### src/hdl/bam_pkg.sv
package bam_pkg;

  localparam int unsigned SUM_W = 24;
  localparam int unsigned CNT_W = 17;
  localparam int unsigned CFG_W = 9;
  localparam int unsigned COORD_W = 8;

  localparam logic [1:0] REG_BLOCK_SIZE = 2'd0;
  localparam logic [1:0] REG_TILE_WIDTH = 2'd1;
  localparam logic [1:0] REG_TILE_HEIGHT = 2'd2;

  typedef enum logic [3:0] {
    ST_CLEAR,
    ST_IDLE,
    ST_DIVX,
    ST_DIVY,
    ST_READ,
    ST_UPD,
    ST_MEAN,
    ST_EMIT
  } state_t;

  typedef struct packed {
    logic clr_init;
    logic clr_step;
    logic load;
    logic div_step;
    logic div_y_start;
    logic rd;
    logic wr;
    logic mean_start;
    logic out_load;
  } cmd_t;

  typedef struct packed {
    logic clr_done;
    logic div_done;
    logic outside;
    logic emit;
    logic mean_done;
  } sts_t;

endpackage

### src/hdl/bam_ctrl.sv
module bam_ctrl (
  input  logic          clk,
  input  logic          rst_n,
  input  logic          in_tvalid,
  output logic          in_tready,
  output logic          out_tvalid,
  input  logic          out_tready,
  input  bam_pkg::sts_t sts,
  output bam_pkg::cmd_t cmd
);
  import bam_pkg::*;

  state_t state_r, state_nxt;
  logic   ovalid_r, ovalid_nxt;

  always_ff @(posedge clk) begin
    if (!rst_n) begin
      state_r  <= ST_CLEAR;
      ovalid_r <= 1'b0;
    end else begin
      state_r  <= state_nxt;
      ovalid_r <= ovalid_nxt;
    end
  end

  always_comb begin
    state_nxt = state_r;
    unique case (state_r)
      ST_CLEAR: if (sts.clr_done) state_nxt = ST_IDLE;
      ST_IDLE:  if (in_tvalid) state_nxt = ST_DIVX;
      ST_DIVX:  if (sts.div_done) state_nxt = ST_DIVY;
      ST_DIVY:  if (sts.div_done) state_nxt = sts.outside ? ST_IDLE : ST_READ;
      ST_READ:  state_nxt = ST_UPD;
      ST_UPD:   state_nxt = sts.emit ? ST_MEAN : ST_IDLE;
      ST_MEAN:  if (sts.mean_done) state_nxt = ST_EMIT;
      ST_EMIT:  if (!ovalid_r || out_tready) state_nxt = ST_IDLE;
      default:  state_nxt = ST_CLEAR;
    endcase
  end

  always_comb begin
    cmd = '0;
    ovalid_nxt = ovalid_r && !out_tready;
    in_tready = 1'b0;
    unique case (state_r)
      ST_CLEAR: cmd.clr_step = 1'b1;
      ST_IDLE: begin
        in_tready = 1'b1;
        cmd.load  = in_tvalid;
      end
      ST_DIVX: begin
        cmd.div_step = 1'b1;
        cmd.div_y_start = sts.div_done;
      end
      ST_DIVY:  cmd.div_step = 1'b1;
      ST_READ:  cmd.rd = 1'b1;
      ST_UPD: begin
        cmd.wr = 1'b1;
        cmd.mean_start = sts.emit;
      end
      ST_MEAN:  cmd.div_step = 1'b1;
      ST_EMIT: begin
        if (!ovalid_r || out_tready) begin
          cmd.out_load = 1'b1;
          ovalid_nxt = 1'b1;
        end
      end
      default: cmd.clr_init = 1'b1;
    endcase
  end

  assign out_tvalid = ovalid_r;

  assert property (@(posedge clk) disable iff (!rst_n)
    out_tvalid && !out_tready |=> out_tvalid)
    else $error("result dropped while stalled");
  assert property (@(posedge clk) disable iff (!rst_n)
    state_r == ST_CLEAR |-> !in_tready)
    else $error("input taken during clear");
  assert property (@(posedge clk) disable iff (!rst_n)
    cmd.out_load |-> (!out_tvalid || out_tready))
    else $error("result overwritten");
endmodule

### config.mk
export PLATFORM = sky130hd
export DESIGN_NAME = bam_ctrl
export DESIGN_NICKNAME = d
export VERILOG_FILES = /design/src/hdl/bam_pkg.sv /design/src/hdl/bam_ctrl.sv
export SDC_FILE = /design/constraint.sdc
export NUM_CORES = 1
export LEC_CHECK = 0
export ABC_AREA = 1
export BUFFER_PORTS_ARGS = -buffer_cell sky130_fd_sc_hd__buf_2
export CAP_MARGIN = 10
export CORE_AREA = 5 5 42 44
export CTS_BUF_LIST = sky130_fd_sc_hd__clkbuf_4 sky130_fd_sc_hd__clkbuf_8
export DETAILED_ROUTE_END_ITERATION = 10
export DIE_AREA = 0 0 47 49
export GPL_ROUTABILITY_DRIVEN = 1
export PLACE_DENSITY = 0.56
export SKIP_CTS_REPAIR_TIMING = 1
export SLEW_MARGIN = 15
export SYNTH_ARGS = -nofsm -noshare
export SYNTH_HDL_FRONTEND = slang
export SYNTH_SLANG_ARGS = --single-unit
### constraint.sdc
create_clock -name clk -period 2.7 [get_ports clk]
set_input_delay 0.27 -clock clk [delete_from_list [all_inputs] [get_ports clk]]
set_output_delay 0.27 -clock clk [all_outputs]
set_load 0.02 [all_outputs]
==> results of run 1 <==
## sequential cells by signal (all words and copies together) (netlist names)
| name | cells |
|---|---|
| out_tvalid | 1 |
| state_r | 3 |
## layout make-up
| cell class | count | area [um^2] | area share |
|---|---|---|---|
| Clock buffer | 3 | 22.5 | 0.0474 |
| Sequential cell | 4 | 80.1 | 0.168 |
| Tap cell | 16 | 20.0 | 0.0421 |
| Multi-Input combinational cell | 45 | 211 | 0.445 |
| Inverter | 13 | 51.3 | 0.108 |
| Timing Repair Buffer | 18 | 90.1 | 0.189 |
## stage by stage
stage                     std cells  cell area [um^2]  power (uW)
after floorplan                  65               373         344
after global placement           96               453         393
after detailed placement         96               453         395
after CTS                        99               475         471
after global routing             99               475         516
final                            99               475         466
## power by group
group / total, uW / leakage [uW] / internal [uW] / switching (uW)
Sequential: 116 / 0.0000330 / 77.5 / 38.7
Clock: 75.2 / 0.0000138 / 49.8 / 25.4
Combinational: 275 / 0.000252 / 94.3 / 180
## Yosys cell counts (2+ instances only)
| master | n |
|---|---|
| inv_1 | 11 |
| nor2_1 | 11 |
| nand3_1 | 3 |
| nand2_1 | 13 |
| o21ai_0 | 3 |
| buf_6 | 2 |
| nor3_1 | 2 |
| a21oi_1 | 2 |
| nor2_2 | 7 |
| dfxtp_1 | 4 |
## worst max path at each step
stage                         to  slack, ns  cells past startpoint
after global placement    cmd[4]       1.40                      5
after CTS                 cmd[4]       1.14                      5
after global routing      cmd[4]       1.03                      5
after detailed placement  cmd[4]       1.39                      5
after floorplan           cmd[4]       1.37                      5
final                     cmd[4]       1.15                      5
## cell families (layout without fill, tap and decap cells)
group,after synthesis,after routing,share of synthesized area
buffers and inverters,16,34,0.218
AOI/OAI and AO/OA,6,6,0.0872
DFF,4,4,0.215
other,1,1,0.0101
and+or+nand+nor,38,38,0.470
## worst max-delay path, stage by stage (launching register included)
cell and delay, ns:
dfxtp_1 0.51, inv_4 0.08, nor2_2 0.10, inv_1 0.06, nor3_1 0.11, buf_2 0.18
## layout by cell type (no fill, tap or decap)
| cell | n |
|---|---|
| nand2_1 | 13 |
| nand2_2 | 1 |
| inv_1 | 11 |
| buf_2 | 18 |
| nand3_2 | 1 |
| a21boi_0 | 1 |
| a21oi_1 | 2 |
| nand3_1 | 3 |
| nor3_1 | 2 |
| dfxtp_1 | 4 |
| o21ai_0 | 3 |
| inv_4 | 1 |
| conb_1 | 1 |
| inv_2 | 1 |
| clkbuf_4 | 3 |
| nor2_1 | 11 |
| nor2_2 | 7 |
## per-layer routing
layer / global-route usage / wire (um) / up-vias
met4: 0.0553 / 14 / 0
met1: 0.0917 / 369 / 176
li1: - / - / 230
met3: 0.0221 / 56 / 2
met2: 0.133 / 445 / 13
met5: 0 / 0 / -
==> reports/metrics.csv, run 1 <==
stage,metric,value,unit
synthesis,Post-Synthesis Cells,65,
clock_tree,H-tree Lvls,1,
route,drt pass-1 iters,4,
power_and_ir_drop,ratio of total power to cell area,980,mW/mm^2
synthesis,Yosys reg bits,4,
placement,Final GP Congestion,0.704,
critical_path,nature of the critical path startpoint,flop,
synthesis,synthesized area per cell,5.74,um^2
route,number of DRC markers in iteration 0,8,
synthesis,post-synthesis sequential area ratio,0.215,
critical_path,CP max FO,9,
placement,DPL Wire Length,758,um
grt,initial antenna violation count,0,
cells_and_area,final core occ,0.339,
sta,hold_ws,0.299,ns
sta,Tmin final,1.55,ns
synthesis,ranking of synthesized cells by area,"dfxtp_1 21%, nand2_1 13%, nor2_2 12%, inv_1 11%, nor2_1 11%",
critical_path,Crit Path Category,reg -> out,
sta,fin. max-slew vios,0,
route,DR vias,421,
synthesis,Synth area leader,dfxtp_1,
critical_path,Crit. End Element,primary output,
route,WL/cell,8.95,um
synthesis,Mapped Area,373,um^2
synthesis,count of cell types in the netlist,17,
synthesis,post-synth top area share,0.215,
sta,period utilisation layout,0.574,
grt,number of global-route vias before repair,391,
clock_tree,"Clk pin slew, worst setup/hold paths",0.04,ns
cells_and_area,Fillers,168,
clock_tree,Sink Count,4,
route,Post-DRT Antenna Nets,0,
clock_tree,CTS tree,yes,
run,# Max-Cap Violations,0,
grt,first-pass GRT wire length,1430,um
clock_tree,clk_lat worst skew,0.24,ns
cells_and_area,ANT cells,0,
synthesis,number of flops mapped to enable cells by yosys,0,
placement,Port Buffers,18,
route,vias per inst,4.25,
hold_path,Min-Delay Path Class,in -> reg,
sta,Worst Skew,0.00241,ns
critical_path,FF-to-FF setup slack,1.42,ns
critical_path,reg2reg end,state_r[1],
sta,Fin. Hold Viols,0,
critical_path,Crit Reg-Reg Startpoint,state_r[1],
hold_path,Hold Startpoint,rst_n,
sta,final worst slack,1.15,ns
synthesis,Async SR Flop Fraction,0,
sta,RSZ-0062 raised after global routing,false,
synthesis,dominant synthesized flop cell,dfxtp_1,
floorplan,area of the die,0.00230,mm^2
grt,gr usage total,0.0836,
floorplan,cell row count,14,
critical_path,Register-to-Register Path Depth,7,
clock_tree,Num CTS Buffers,3,
power_and_ir_drop,peak supply drop,0.000276,V
sta,setup_tns,0,ns
hold_path,cell count of the worst hold path,3,
route,DRC viols,0,
route,WL final,886,um
status,status,"finished, final reports clean",
clock_tree,worst-case clock buffer depth,2,
grt,total grt overflow,0,
hold_path,Worst Hold Path EP,state_r[2],
placement,dpl ws,1.39,ns
cells_and_area,fraction of layout cells with a size suffix above 1,0.386,
grt,largest net degree at the start of global routing,10,
sta,max frequency,645,MHz
clock_tree,Root Driver,clkbuf_4,
cells_and_area,Layout area overhead,27.5,%
power_and_ir_drop,Lkg Pwr,0.000299,uW
sta,final setup vio count,0,
synthesis,syn_nets,74,
floorplan,IO Count,20,
critical_path,"Data arrival, critical path",1.28,ns
cells_and_area,Nets,94,
synthesis,synth warn,0,
floorplan,core area,0.00140,mm^2
critical_path,launch point of the worst path,state_r[1],
floorplan,Die X,47,um
floorplan,Die Ht,49,um
critical_path,Worst Path Required,2.43,ns
floorplan,initial core utilization,0.266,
(Power assumes the default switching activity.)
==> run 2: changes to the inputs <==
--- a/config.mk
+++ b/config.mk
@@ -5,7 +5,7 @@
 export SDC_FILE = /design/constraint.sdc
 export NUM_CORES = 1
 export LEC_CHECK = 0
-export ABC_AREA = 1
+export ABC_AREA = 0
 export BUFFER_PORTS_ARGS = -buffer_cell sky130_fd_sc_hd__buf_2
 export CAP_MARGIN = 10
 export CORE_AREA = 5 5 42 44
@@ -13,7 +13,7 @@
 export DETAILED_ROUTE_END_ITERATION = 10
 export DIE_AREA = 0 0 47 49
 export GPL_ROUTABILITY_DRIVEN = 1
-export PLACE_DENSITY = 0.56
+export PLACE_DENSITY = 0.55
 export SKIP_CTS_REPAIR_TIMING = 1
 export SLEW_MARGIN = 15
 export SYNTH_ARGS = -nofsm -noshare
==> constraint.sdc (replaced) <==
create_clock -name clk -period 1.5 [get_ports clk]
set_input_delay 0.15 -clock clk [delete_from_list [all_inputs] [get_ports clk]]
set_output_delay 0.15 -clock clk [all_outputs]
set_load 0.02 [all_outputs]
==> run 2 against run 1 <==
  * Clock skew grew 0.0022 ns
  * Cell count shrank 18%
  * Largest power group unchanged
  * Flip-flop and latch count is the same
  * Global-route usage shrank 0.053 points
==> reports/metrics.csv, run 2 <==
stage,metric,value,unit,change
critical_path,Crit. End Element,primary output,,unchanged
cells_and_area,fraction of layout cells with a size suffix above 1,0.477,,was 0.386
synthesis,dominant synthesized flop cell,dfxtp_1,,unchanged
synthesis,Post-Synthesis Cells,45,,was 65
grt,initial antenna violation count,0,,unchanged
route,WL final,924,um,was 886 um
synthesis,mux contribution to synthesized area,0,,unchanged
floorplan,core area,0.00140,mm^2,unchanged
grt,layer with the highest usage,met2,,unchanged
power_and_ir_drop,ratio of total power to cell area,1090,mW/mm^2,was 980 mW/mm^2
critical_path,nature of the critical path startpoint,flop,,unchanged
clock_tree,Sink Count,4,,unchanged
grt,number of global-route vias before repair,330,,was 391
synthesis,ranking of synthesized cells by area,"dfxtp_1 23%, nor3_1 7.1%, buf_4 6.4%, nor2b_1 5.3%, a2111oi_2 4.3%",,"was dfxtp_1 21%, nand2_1 13%, nor2_2 12%, inv_1 11%, nor2_1 11%"
cells_and_area,most flop-heavy register,state_r,,unchanged
synthesis,Synth top cells by count,"5 x nor3_1, 4 x dfxtp_1, 4 x inv_1, 4 x nor2_1",,"was 13 x nand2_1, 11 x inv_1, 11 x nor2_1"
clock_tree,"Clk pin slew, worst setup/hold paths",0.04,ns,about the same
clock_tree,Num CTS Buffers,3,,unchanged
route,drt pass-1 iters,2,,was 4
route,vias per inst,4.69,,was 4.25
placement,Final GP Congestion,0.665,,was 0.704
clock_tree,H-tree Lvls,1,,unchanged
synthesis,synthesized area per cell,7.81,um^2,was 5.74 um^2
floorplan,Die X,47,um,unchanged
clock_tree,clk_lat worst skew,0.24,ns,about the same
critical_path,CP max FO,10,,was 9
power_and_ir_drop,peak supply drop,0.000336,V,was 0.000276 V
synthesis,post-synth top area share,0.228,,was 0.215
placement,Port Buffers,18,,unchanged
synthesis,compound-cell area share of the yosys netlist,0.238,,was 0.0872
grt,gr usage total,0.0831,,was 0.0836
grt,largest net degree at the start of global routing,15,,was 10
run,# Max-Cap Violations,0,,unchanged
sta,Fin. Hold Viols,0,,unchanged
cells_and_area,"commonest non-fill, non-tap cell in the layout",buf_2,,unchanged
cells_and_area,Layout area overhead,37.0,%,was 27.5%
power_and_ir_drop,Pwr Total,525,uW,was 466 uW
hold_path,Min-Delay Path Class,in -> reg,,unchanged
floorplan,cell row count,14,,unchanged
synthesis,post-synthesis sequential area ratio,0.228,,was 0.215
sta,final setup vio count,0,,unchanged
route,DR vias,380,,was 421
sta,period utilisation layout,0.938,,
floorplan,Die Ht,49,um,unchanged
synthesis,synth warn,0,,unchanged
synthesis,Yosys reg bits,4,,unchanged
status,status,"finished, final reports clean",,unchanged
cells_and_area,most frequent cells in the layout,"18 x buf_2, 5 x nor3_1, 4 x inv_1",,"was 18 x buf_2, 13 x nand2_1, 11 x nor2_1, 11 x inv_1, 7 x nor2_2"
synthesis,count of cell types in the netlist,26,,was 17
floorplan,IO Count,20,,unchanged
sta,max frequency,711,MHz,
route,Post-DRT Antenna Nets,0,,unchanged
critical_path,FF-to-FF setup slack,0.21,ns,was 1.42 ns
route,WL/cell,11.4,um,was 8.95 um
route,DRC viols,0,,unchanged
sta,final worst slack,0.0934,ns,was 1.15 ns
clock_tree,Root Driver,clkbuf_4,,unchanged
floorplan,initial core utilization,0.251,,was 0.266
critical_path,Crit Path Category,reg -> out,,unchanged
power_and_ir_drop,Lkg Pwr,0.000229,uW,was 0.000299 uW
synthesis,syn_nets,54,,was 74
synthesis,Synth Area in XOR/XNOR,0,,unchanged
sta,fin. max-slew vios,0,,unchanged
synthesis,most common cell in the netlist,nor3_1,,was nand2_1
sta,RSZ-0062 raised after global routing,true,,was false
synthesis,Mapped Area,352,um^2,was 373 um^2
synthesis,post-synthesis adder-cell area fraction,0,,unchanged
synthesis,number of flops mapped to enable cells by yosys,0,,unchanged
cells_and_area,Fillers,159,,was 168
route,number of DRC markers in iteration 0,1,,was 8
grt,met3 usage,0.0221,,unchanged
sta,Worst Skew,0.00459,ns,was 0.00241 ns
grt,GRT met1 Usage,0.101,,was 0.0917
placement,DPL Wire Length,758,um,about the same
grt,first-pass GRT wire length,1370,um,was 1430 um
placement,dpl ws,0.0630,ns,was 1.39 ns
clock_tree,worst-case clock buffer depth,2,,unchanged
critical_path,Worst Path Required,1.35,ns,was 2.43 ns
synthesis,simple-gate share of the synthesized area,0.384,,was 0.470
cells_and_area,ANT cells,0,,unchanged
sta,setup_tns,0,ns,unchanged
sta,Tmin final,1.41,ns,
critical_path,"Data arrival, critical path",1.26,ns,was 1.28 ns
grt,total grt overflow,0,,unchanged
grt,met2 global-route usage,0.122,,was 0.133
cells_and_area,Nets,76,,was 94
cells_and_area,final core occ,0.344,,was 0.339
synthesis,main combinational cell family by area after synthesis,simple AND/OR/NAND/NOR gates,,unchanged
clock_tree,CTS tree,yes,,unchanged
cells_and_area,max reg flops,3,,unchanged
synthesis,Synth area leader,dfxtp_1,,unchanged
floorplan,area of the die,0.00230,mm^2,unchanged
synthesis,Async SR Flop Fraction,0,,unchanged
## run 2: worst max-delay path, stage by stage, from the launching register on
cell and delay, ns:
dfxtp_1 0.35, buf_6 0.15, nand2b_1 0.12, nor2_2 0.12
and2_1 0.13, buf_2 0.15
## run 2: cell type report
| type | instances | area (um^2) | share of cell area |
|---|---|---|---|
| multi-input combinational | 33 | 225 | 0.468 |
| timing repair buffer | 21 | 116 | 0.242 |
| sequential | 4 | 82.6 | 0.171 |
| clock buffer | 3 | 22.5 | 0.0468 |
| tap | 16 | 20.0 | 0.0416 |
| inverter | 4 | 15.0 | 0.0312 |
## run 2: cells by family (layout without fill, tap and decap cells)
kind of cell,Yosys count,count (layout)
flip-flops,4,4
other,1,1
AND/OR/NAND/NOR,22,22
buffers and inverters,8,28
AO/OA/AOI/OAI,10,10
## run 2: worst paths after layout
path               from    endpoint  cells after the start
max          state_r[0]      cmd[6]                      5
min               rst_n  state_r[2]                      3
min reg2reg  out_tvalid  out_tvalid                      2
max reg2reg  state_r[2]  state_r[0]                      4
## run 2: through the flow
stage                     cells  instance area [um^2]  hold slack [ns]
after global placement       78                   450            0.401
after CTS                    81                   473            0.167
after floorplan              45                   352            0.285
final                        81                   482            0.168
after detailed placement     78                   450            0.407
after global routing         81                   482            0.177
## run 2: layer usage
metal | routed length [um] | share of wire | vias to the layer above
met2 | 466 | 0.50 | 13
met3 | 58 | 0.063 | 2
met5 | 0 | 0 | -
met1 | 387 | 0.42 | 165
met4 | 11 | 0.012 | 0
li1 | - | - | 200
## run 2: power by group
| group | switching (uW) | internal, uW | total (uW) |
|---|---|---|---|
| registers | 18.4 | 121 | 139 |
| clock network | 46.8 | 89.7 | 136 |
| logic | 138 | 112 | 250 |
==> run 3: changes to the inputs <==
--- a/config.mk
+++ b/config.mk
@@ -13,7 +13,7 @@
 export DETAILED_ROUTE_END_ITERATION = 10
 export DIE_AREA = 0 0 47 49
 export GPL_ROUTABILITY_DRIVEN = 1
-export PLACE_DENSITY = 0.55
+export PLACE_DENSITY = 0.57
 export SKIP_CTS_REPAIR_TIMING = 1
 export SLEW_MARGIN = 15
 export SYNTH_ARGS = -nofsm -noshare
==> constraint.sdc (replaced) <==
create_clock -name clk -period 1.2 [get_ports clk]
set_input_delay 0.12 -clock clk [delete_from_list [all_inputs] [get_ports clk]]
set_output_delay 0.12 -clock clk [all_outputs]
set_load 0.02 [all_outputs]
==> run 3 against run 2 <==
  * The run now ends with negative setup slack left
  * Combinational power grew 110%
  * Design area grew 46%
  * Core utilization grew 16 points
  * Critical path depth is the same
  * Non-clock buffer count grew 13
  * Via count grew 18%
  * Routed wire length grew 9.8%
  * Global-route usage grew 0.49 points
  * Clock power grew 19%
  * First-iteration DRC count grew to 4.0 times the previous value
  * Cell count grew 16%
  * Register-to-register slack lost 0.30 ns
  * Critical path type unchanged
  * Critical endpoint unchanged
  * Largest power group unchanged
==> reports/metrics.csv, run 3 (same netlist as run 2, synthesis figures left out) <==
stage,metric,value,unit,change
status,status,"finished, violations left",,"was finished, final reports clean"
status,failing checks,negative setup slack,,
critical_path,"Data arrival, critical path",1.19,ns,was 1.26 ns
floorplan,cell row count,14,,unchanged
route,Post-DRT Antenna Nets,0,,unchanged
critical_path,Crit Reg-Reg Startpoint,state_r[2],,unchanged
floorplan,Die X,47,um,unchanged
hold_path,Worst Hold Path EP,state_r[2],,unchanged
sta,max frequency,765,MHz,
critical_path,CP max FO,6,,was 10
clock_tree,Root Driver,clkbuf_4,,unchanged
grt,largest net degree at the start of global routing,8,,was 15
clock_tree,CTS tree,yes,,unchanged
cells_and_area,max reg flops,3,,unchanged
clock_tree,Num CTS Buffers,3,,unchanged
placement,Area after DPL,522,um^2,was 450 um^2
floorplan,IO Count,20,,unchanged
critical_path,Crit. End Element,primary output,,unchanged
power_and_ir_drop,peak supply drop,0.000476,V,was 0.000336 V
grt,number of global-route vias before repair,426,,was 330
power_and_ir_drop,clock share of power,0.187,,was 0.260
route,vias per inst,4.76,,was 4.69
cells_and_area,final core occ,0.504,,was 0.344
clock_tree,Sink Count,4,,unchanged
placement,Port Buffers,18,,unchanged
hold_path,cell count of the worst hold path,3,,unchanged
route,DRC viols,0,,unchanged
route,WL final,1020,um,was 924 um
cells_and_area,ANT cells,0,,unchanged
clock_tree,"Clk pin slew, worst setup/hold paths",0.04,ns,about the same
cells_and_area,most flop-heavy register,state_r,,unchanged
power_and_ir_drop,part of the power in registers,0.199,,was 0.265
power_and_ir_drop,Pwr Total,866,uW,was 525 uW
critical_path,nature of the critical path startpoint,flop,,unchanged
grt,first-pass GRT wire length,1550,um,was 1370 um
power_and_ir_drop,combinational share of power,0.614,,was 0.475
sta,fin. max-slew vios,0,,unchanged
floorplan,core area,0.00140,mm^2,unchanged
power_and_ir_drop,Sw Ratio,0.354,,was 0.387
grt,total grt overflow,0,,unchanged
cells_and_area,most frequent cells in the layout,"15 x buf_4, 10 x buf_6, 9 x buf_2, 4 x nor3_2",,"was 18 x buf_2, 5 x nor3_1, 4 x inv_1"
clock_tree,H-tree Lvls,1,,unchanged
sta,period utilisation layout,1.09,,
route,drt pass-1 iters,2,,unchanged
placement,Final GP Congestion,0.680,,was 0.665
cells_and_area,Nets,89,,was 76
run,# Max-Cap Violations,0,,unchanged
critical_path,Worst Path Required,1.08,ns,was 1.35 ns
critical_path,reg2reg end,state_r[0],,unchanged
floorplan,initial core utilization,0.251,,unchanged
power_and_ir_drop,Lkg Pwr,0.000324,uW,was 0.000229 uW
sta,Worst Skew,0.00327,ns,was 0.00459 ns
sta,Fin. Hold Viols,0,,unchanged
critical_path,Register-to-Register Path Depth,5,,was 4
cells_and_area,fraction of layout cells with a size suffix above 1,0.692,,was 0.477
sta,RSZ-0062 raised after global routing,true,,unchanged
cells_and_area,Layout area overhead,101,%,was 37.0%
route,WL/cell,10.8,um,was 11.4 um
critical_path,FF-to-FF setup slack,-0.09,ns,was 0.21 ns
power_and_ir_drop,Net Sw Power,307,uW,was 203 uW
placement,DPL Wire Length,806,um,was 758 um
placement,dpl ws,-0.122,ns,was 0.0630 ns
critical_path,launch point of the worst path,state_r[1],,was state_r[0]
route,number of DRC markers in iteration 0,4,,was 1
route,DR vias,447,,was 380
cells_and_area,"commonest non-fill, non-tap cell in the layout",buf_4,,was buf_2
sta,final worst slack,-0.108,ns,was 0.0934 ns
clock_tree,clk_lat worst skew,0.23,ns,was 0.24 ns
cells_and_area,Non-Filler Instances,94,,was 81
critical_path,Crit Path Category,reg -> out,,unchanged
sta,final setup vio count,9,,was 0
hold_path,Min-Delay Path Class,in -> reg,,unchanged
grt,initial antenna violation count,0,,unchanged
grt,gr usage total,0.0880,,was 0.0831
power_and_ir_drop,internal power,560,uW,was 322 uW
floorplan,area of the die,0.00230,mm^2,unchanged
cells_and_area,post-route cell area,706,um^2,was 482 um^2
power_and_ir_drop,ratio of total power to cell area,1230,mW/mm^2,was 1090 mW/mm^2
placement,Inst Count DP,87,,was 78
clock_tree,worst-case clock buffer depth,2,,unchanged
floorplan,Die Ht,49,um,unchanged
hold_path,Hold Startpoint,rst_n,,unchanged
sta,Tmin final,1.31,ns,
## run 3: cell types whose count changed in the layout (fill, tap and decap cells not counted), moves of 2 or more
cell / before / now
buf_2: 18 / 9
buf_4: 2 / 15
nor3_2: 0 / 4
buf_6: 1 / 10
nor3_1: 5 / 1
dfxtp_4: 0 / 2
## run 3: layout make-up
| cell class | instances | area, um^2 |
|---|---|---|
| Tap cell | 16 | 20.0 |
| Sequential cell | 4 | 88.8 |
| Clock buffer | 3 | 22.5 |
| Multi-Input combinational cell | 33 | 287 |
| Fill cell | 144 | 696 |
| Timing Repair Buffer | 34 | 270 |
| Inverter | 4 | 17.5 |
## run 3: critical path: stages, from the launching register on
cell and delay [ns]:
dfxtp_2 0.32, buf_6 0.13, nand2b_4 0.16, nor2_4 0.11, and2_4 0.14, buf_6 0.10
## run 3: power by group through the flow
stage                     Sequential, uW  Clock [uW]  Combinational [uW]
after floorplan                      163           0                 234
after global placement               166           0                 370
after detailed placement             164           0                 371
after CTS                            162         161                 373
after global routing                 175         179                 569
final                                172         162                 532
## run 3: routing by layer
layer  track usage  wire, um  vias to the layer above
met3        0.0111        39                        0
met4        0.0415         0                        0
met5             0         0                        -
li1              -         -                      229
met1         0.103       434                      209
met2         0.149       542                        9
## run 3: through the flow
step / hold slack, ns / setup TNS, ns
after floorplan: 0.255 / -0.139
after global placement: 0.369 / -0.235
after detailed placement: 0.374 / -0.208
after CTS: 0.139 / -1.28
after global routing: 0.144 / -1.08
final: 0.139 / -0.564
## run 3: worst max path at each step
stage                  to  slack (ns)  depth (start not counted)
6_report           cmd[6]       -0.11                          5
5_1_grt            cmd[6]       -0.15                          5
4_1_cts            cmd[1]       -0.24                          5
3_5_place_dp   state_r[0]       -0.12                          4
3_3_place_gp   state_r[0]       -0.12                          4
2_1_floorplan      cmd[1]       -0.05                          3
